--- src/vwi_pkg.sv ---
package vwi_pkg;

  // Table geometry: the depth is a power of two so the slot is a bit slice of the hash
  localparam int ADDR_W      = 12;
  localparam int TABLE_DEPTH = 1 << ADDR_W;

  // Dense index width and the capacity that follows from it
  localparam int IDX_W       = 12;
  localparam int INDEX_LIMIT = 1 << IDX_W;
  localparam int CAPACITY    = (TABLE_DEPTH < INDEX_LIMIT) ? TABLE_DEPTH : INDEX_LIMIT;
  localparam int CNT_W       = $clog2(CAPACITY + 1);

  // Position key: three 32-bit float patterns
  localparam int COORD_W = 32;
  localparam int KEY_W   = 3 * COORD_W;

  // Stream widths
  localparam int S_TDATA_W = KEY_W;
  localparam int M_TDATA_W = ((IDX_W + 7) / 8) * 8;
  localparam int M_TUSER_W = 2;

  // Multiplicative mixing constant of the slot hash
  localparam logic [COORD_W-1:0] MIX_MULT = 32'h9E3779B1;
  localparam int FOLD_SHIFT = 15;

  // One table entry
  typedef struct packed {
    logic             valid;
    logic [IDX_W-1:0] id;
    logic [KEY_W-1:0] key;
  } entry_t;

  typedef enum logic [3:0] {
    ST_WIPE,
    ST_IDLE,
    ST_MESH_WIPE,
    ST_H1,
    ST_H2,
    ST_H3,
    ST_FIRST,
    ST_READ,
    ST_CMP,
    ST_DONE
  } state_t;

  typedef enum logic [1:0] {
    HS_X,
    HS_Y,
    HS_Z
  } hash_sel_t;

  typedef enum logic [1:0] {
    RES_HIT,
    RES_NEW,
    RES_FULL
  } res_kind_t;

  // Commands from the controller to the datapath
  typedef struct packed {
    logic      load_in;
    logic      wipe_start;
    logic      wipe_en;
    logic      hash_en;
    hash_sel_t hash_sel;
    logic      rd_en;
    logic      rd_first;
    logic      probe_step;
    logic      insert;
    logic      res_load;
    res_kind_t res_kind;
    logic      out_load;
  } cmd_t;

  // Status from the datapath to the controller
  typedef struct packed {
    logic wipe_last;
    logic hit;
    logic empty;
    logic probe_last;
    logic room;
    logic out_free;
  } sts_t;

endpackage

--- src/vwi_ctrl.sv ---
module vwi_ctrl
  import vwi_pkg::*;
(
  input  logic clk,
  input  logic rst,
  input  logic s_axis_tvalid,
  input  logic s_axis_tuser,
  output logic s_axis_tready,
  input  sts_t sts,
  output cmd_t cmd
);

  state_t state, state_next;

  // State register
  always_ff @(posedge clk) begin
    if (rst) begin
      state <= ST_WIPE;
    end else begin
      state <= state_next;
    end
  end

  // Next state and commands
  always_comb begin
    state_next    = state;
    cmd           = '0;
    cmd.hash_sel  = HS_X;
    cmd.res_kind  = RES_HIT;
    s_axis_tready = 1'b0;
    unique case (state)
      // Sweep the table once after reset
      ST_WIPE: begin
        cmd.wipe_en = 1'b1;
        if (sts.wipe_last) state_next = ST_IDLE;
      end
      // Take a vertex; a mesh start wipes the table first
      ST_IDLE: begin
        s_axis_tready = 1'b1;
        if (s_axis_tvalid) begin
          cmd.load_in = 1'b1;
          if (s_axis_tuser) begin
            cmd.wipe_start = 1'b1;
            state_next     = ST_MESH_WIPE;
          end else begin
            state_next = ST_H1;
          end
        end
      end
      ST_MESH_WIPE: begin
        cmd.wipe_en = 1'b1;
        if (sts.wipe_last) state_next = ST_H1;
      end
      // Three rounds of the shared multiplier
      ST_H1: begin
        cmd.hash_en  = 1'b1;
        cmd.hash_sel = HS_X;
        state_next   = ST_H2;
      end
      ST_H2: begin
        cmd.hash_en  = 1'b1;
        cmd.hash_sel = HS_Y;
        state_next   = ST_H3;
      end
      ST_H3: begin
        cmd.hash_en  = 1'b1;
        cmd.hash_sel = HS_Z;
        state_next   = ST_FIRST;
      end
      // Read the home slot
      ST_FIRST: begin
        cmd.rd_en    = 1'b1;
        cmd.rd_first = 1'b1;
        state_next   = ST_CMP;
      end
      // Read the next slot of the probe sequence
      ST_READ: begin
        cmd.rd_en  = 1'b1;
        state_next = ST_CMP;
      end
      // Resolve the slot: hit, insert, full, or keep probing
      ST_CMP: begin
        priority if (sts.hit) begin
          cmd.res_load = 1'b1;
          cmd.res_kind = RES_HIT;
          state_next   = ST_DONE;
        end else if (sts.empty) begin
          cmd.res_load = 1'b1;
          if (sts.room) begin
            cmd.insert   = 1'b1;
            cmd.res_kind = RES_NEW;
          end else begin
            cmd.res_kind = RES_FULL;
          end
          state_next = ST_DONE;
        end else if (sts.probe_last) begin
          cmd.res_load = 1'b1;
          cmd.res_kind = RES_FULL;
          state_next   = ST_DONE;
        end else begin
          cmd.probe_step = 1'b1;
          state_next     = ST_READ;
        end
      end
      // Hand the result to the output register once it has room
      ST_DONE: begin
        if (sts.out_free) begin
          cmd.out_load = 1'b1;
          state_next   = ST_IDLE;
        end
      end
      default: state_next = ST_IDLE;
    endcase
  end

endmodule

--- config.mk ---
export PLATFORM = sky130hd
export DESIGN_NAME = vwi_ctrl
export DESIGN_NICKNAME = d
export VERILOG_FILES = /design/src/vwi_pkg.sv /design/src/vwi_ctrl.sv
export SDC_FILE = /design/constraint.sdc
export NUM_CORES = 1
export LEC_CHECK = 0
export ABC_AREA = 1
export BUFFER_PORTS_ARGS = -buffer_cell sky130_fd_sc_hd__buf_2
export CORE_AREA = 5 5 42 44
export DETAILED_ROUTE_END_ITERATION = 16
export DIE_AREA = 0 0 47 49
export GPL_ROUTABILITY_DRIVEN = 0
export GPL_TIMING_DRIVEN = 0
export PLACE_DENSITY = 0.69
export REMOVE_ABC_BUFFERS = 1
export SLEW_MARGIN = 20
export SYNTH_ARGS = -nofsm -noshare
export SYNTH_HDL_FRONTEND = slang
export SYNTH_SLANG_ARGS = --single-unit
--- constraint.sdc ---
create_clock -name clk -period 3.15 [get_ports clk]
set_input_delay 0.7875 -clock clk [delete_from_list [all_inputs] [get_ports clk]]
set_output_delay 0.7875 -clock clk [all_outputs]
set_load 0.01 [all_outputs]
# Word level (Yosys, flattened, before mapping)

Cells that the tools add are included.

Bits in registers: 4
Input port bits: 10
Output and inout bits: 15
Word-level logic and storage cells: 47

Equal/unequal tests: 13
Muxes and demuxes: 29
Reduce and logical (&&, ||, !) cells: 4

Operator list:

| cell                 | count |
|---|---|
| $pmux W4 S9          | 1 |
| $mux W4              | 7 |
| $eq A4 B3 Y1 const B | 4 |
| $mux W1              | 12 |
| $mux W3              | 3 |
| $pmux W3 S3          | 1 |
| $eq A4 B2 Y1 const B | 2 |
| $eq A4 B4 Y1 const B | 2 |
| $mux W2              | 4 |
| $ne A2 B2 Y1 const B | 4 |
| $mux W5              | 1 |
| $eq A4 B1 Y1 const B | 1 |
| $logic_not A4 Y1     | 1 |
| $reduce_and A4 Y1    | 1 |
| $reduce_or A2 Y1     | 2 |

# Longest topological paths before layout

Depth after elaboration: 4
Depth in mapped cells: 7
Gate-level depth less buffers: 7

# Worst setup path after synthesis

No wires, ideal clock.

Kind: input port to output port
Start: input port sts[1] in the netlist's numbering
End: output port cmd[4] in the netlist's numbering
Arrival time: 1383 ps
Setup slack: 980 ps
Cell stages on the path: 3
Path buffers: 1
Cell sequence: nand2_1 nor3_1 buf_4

RTL lines:

| element            | RTL line       | source |
|---|---|---|
| start: declaration | vwi_ctrl.sv:9  | `input sts_t sts,` |
| end: declaration   | vwi_ctrl.sv:10 | `output cmd_t cmd` |

==> results_dict.tcl <==
set metrics [dict create \
    status "complete, no violations" \
    cts_root_buf "clkbuf_4" \
    worst-r2r-setup-slack_ps 2020 \
    area_delta_synth_final_pct 38.04 \
    drt_pass1_iterations 4 \
    cts_resized 0 \
    skew_ps 0.4015 \
    dr_total_vias 500 \
    synth_edf_count 0 \
    worstReg2RegStart "state[1]" \
    nets 108 \
    synthesis.area_um2 407.9 \
    drtIter0Drc 2 \
    switching_share 0.3619 \
    ant_nets 0 \
    avgSynthCellArea_um2 5.827 \
    fp-row-count 14 \
    regMostFlops "state" \
    wl_per_cell_um 9.286 \
    crit_type "in2out" \
    seq_power_share 0.317 \
    grt_max_degree 7 \
    drc 0 \
    crit_required_ps 2360 \
    fin_setup_tns_ps 0 \
    p_comb_frac 0.352 \
    crit_fanout 3 \
    dieArea_mm2 0.002303 \
    yosysWarningCount 0 \
    cp_slowest_cell "nor2_1" \
    synth_ff_type "dfxtp_1" \
    synth.distinct_cells 17 \
    synth_top_family_by_area "simple AND/OR/NAND/NOR gates" \
    n_antenna_cell 0 \
    slew_headroom 0.8141 \
    critPathArrivalTime_ps 1500 \
    crit_path_end_kind "primary output" \
    fmax_mhz 437.2 \
    die_x_um 47 \
    core_mm2 0.001401 \
    yosysTopAreaCell "dfxtp_1" \
    worstMarginPinSlew_ps 278.4 \
    fin_util 0.4018 \
    hold_viol_final 0 \
    p_int_w 0.0001245 \
    worst_r2r_endpoint "state[1]" \
    top_regs "state x4" \
    synth-simple-area-share 0.5429 \
    clk_latency_ps 240 \
    rsz0062_at_grt "no" \
    hold_path_startpoint "state[0]" \
    synth_compound_area_frac 0.09509 \
    dieHeight_um 49 \
    cts_setup_buffers 0 \
    min_to "state[2]" \
    start_util 0.2911 \
    worstHoldPathCells 2 \
    ys_ff_latch 4 \
    dpl.hpwl_um 894.2 \
    drv_slew 0 \
    synthesis.instances 70 \
    synth_xor_area_frac 0 \
    switchingPower_w 0.00007060 \
    p_per_area_mw_per_mm2 346.5 \
    drive_gt1_frac 0.4167 \
    p_leak_nw 0.3499 \
    antenna_found_initial 0 \
    critPathLaunchType "input pin" \
    r2r_cells 7 \
    ys_async_sr_fraction 0 \
    wl_um 1040 \
    seq_area_frac_synth 0.1963 \
    port_buffers 24 \
    p_clk_frac 0.330 \
    setup.worst_path.start "sts[3]" \
    slowest_delay_ps 190 \
    synthAdderAreaFrac 0 \
    hold_buffers 0 \
    cts.sinks 4 \
    cts_tree "built" \
    cts.path.max_buffers 2 \
    largest_reg_flops 4 \
    hp-class "reg2reg" \
    drv_cap 0 \
    post-place-cells 109 \
    synth_common_cells "inv_1, nand2_1, nor2_1, nand3_1" \
    synth_area_leaders "dfxtp_1, inv_1, nand2_1" \
    setup_viol 0 \
    hold_ws_ps 597.6 \
    period_share 0.7262 \
    grt_overflow 0 \
    htreeDepth 1 \
    via_per_inst 4.464 \
    grt_pass1_wl_um 1766 \
    ir_drop_mv 0.1157 \
    io_pins 25 \
    cts_buffers 3 \
    grt_pass1_vias 441 \
    yosysTopAreaCellShare 0.1963 \
    muxShareOfSynthArea 0 \
    critical_path.cell_chain "buf_2 > inv_1 > nand2_1 > nor2_1 > nand2_1 > inv_1 > buf_2" \
    period_minus_slack_ps 2287 \
    fin_cells 112 \
    cts.clk_slew.worst_paths_ps 40 \
    grt.total_usage 0.1085 \
]
cell type report:
class / count / area [um^2]
timing repair buffer: 24 / 120.1
clock buffer: 3 / 22.52
multi-input combinational: 49 / 260.3
fill: 165 / 838.3
inverter: 16 / 60.06
tap: 16 / 20.02
sequential: 4 / 80.08
how the worst max path moves through the flow:
stage	end	slack [ps]
finish	cmd[5]	860
global route	cmd[5]	790
CTS	cmd[5]	860
detailed placement	cmd[5]	880
global placement	cmd[5]	880
floorplan	cmd[1]	1030
critical path, delay by kind of cell:
| family | cells | cell delay (ps) |
|---|---|---|
| buffers and inverters | 4 | 320 |
| AND/OR/NAND/NOR | 3 | 390 |
power by group through the flow:
stage	registers [W]	logic (W)	clock network [W]
2_1_floorplan	0.0000614	0.0000487	0
3_3_place_gp	0.0000628	0.0000682	0
3_5_place_dp	0.0000625	0.0000693	0
4_1_cts	0.0000617	0.0000697	0.0000669
5_1_grt	0.0000627	0.0000779	0.0000785
6_report	0.0000619	0.0000687	0.0000645
stage by stage:
| step | setup slack, ps | total power [W] | area, um^2 |
|---|---|---|---|
| floorplan | 1030 | 0.0001102 | 400.4 |
| finish | 862.6 | 0.0001951 | 563.0 |
| CTS | 857.3 | 0.0001983 | 563.0 |
| global route | 788.3 | 0.0002192 | 563.0 |
| global placement | 877.6 | 0.0001310 | 540.5 |
| detailed placement | 875.1 | 0.0001317 | 540.5 |
routing by layer:
metal	global-route usage	vias to the layer above	part of all wire
li1	-	268	-
met1	0.1253	205	0.41
met2	0.1448	23	0.44
met3	0.05535	4	0.11
met4	0.08295	0	0.032
met5	0	-	0
kinds of logic (layout without fill, tap and decap cells):
kind of cell    count (synthesis)  in the layout
compound gates                  6              6
simple gates                   43             43
flops                           4              4
buf+inv                        17             43
placed cells by master, fill, tap and decap left out, types with 2 or more instances in the layout:
master	count
nand2_2	2
nand2_1	14
o21ai_1	2
clkbuf_4	3
dfxtp_1	4
buf_2	24
nand3_1	6
inv_2	2
a21oi_2	2
nor2_2	2
nor3_1	3
nor2_4	4
nor2_1	10
inv_1	14
(Power assumes the default switching activity.)
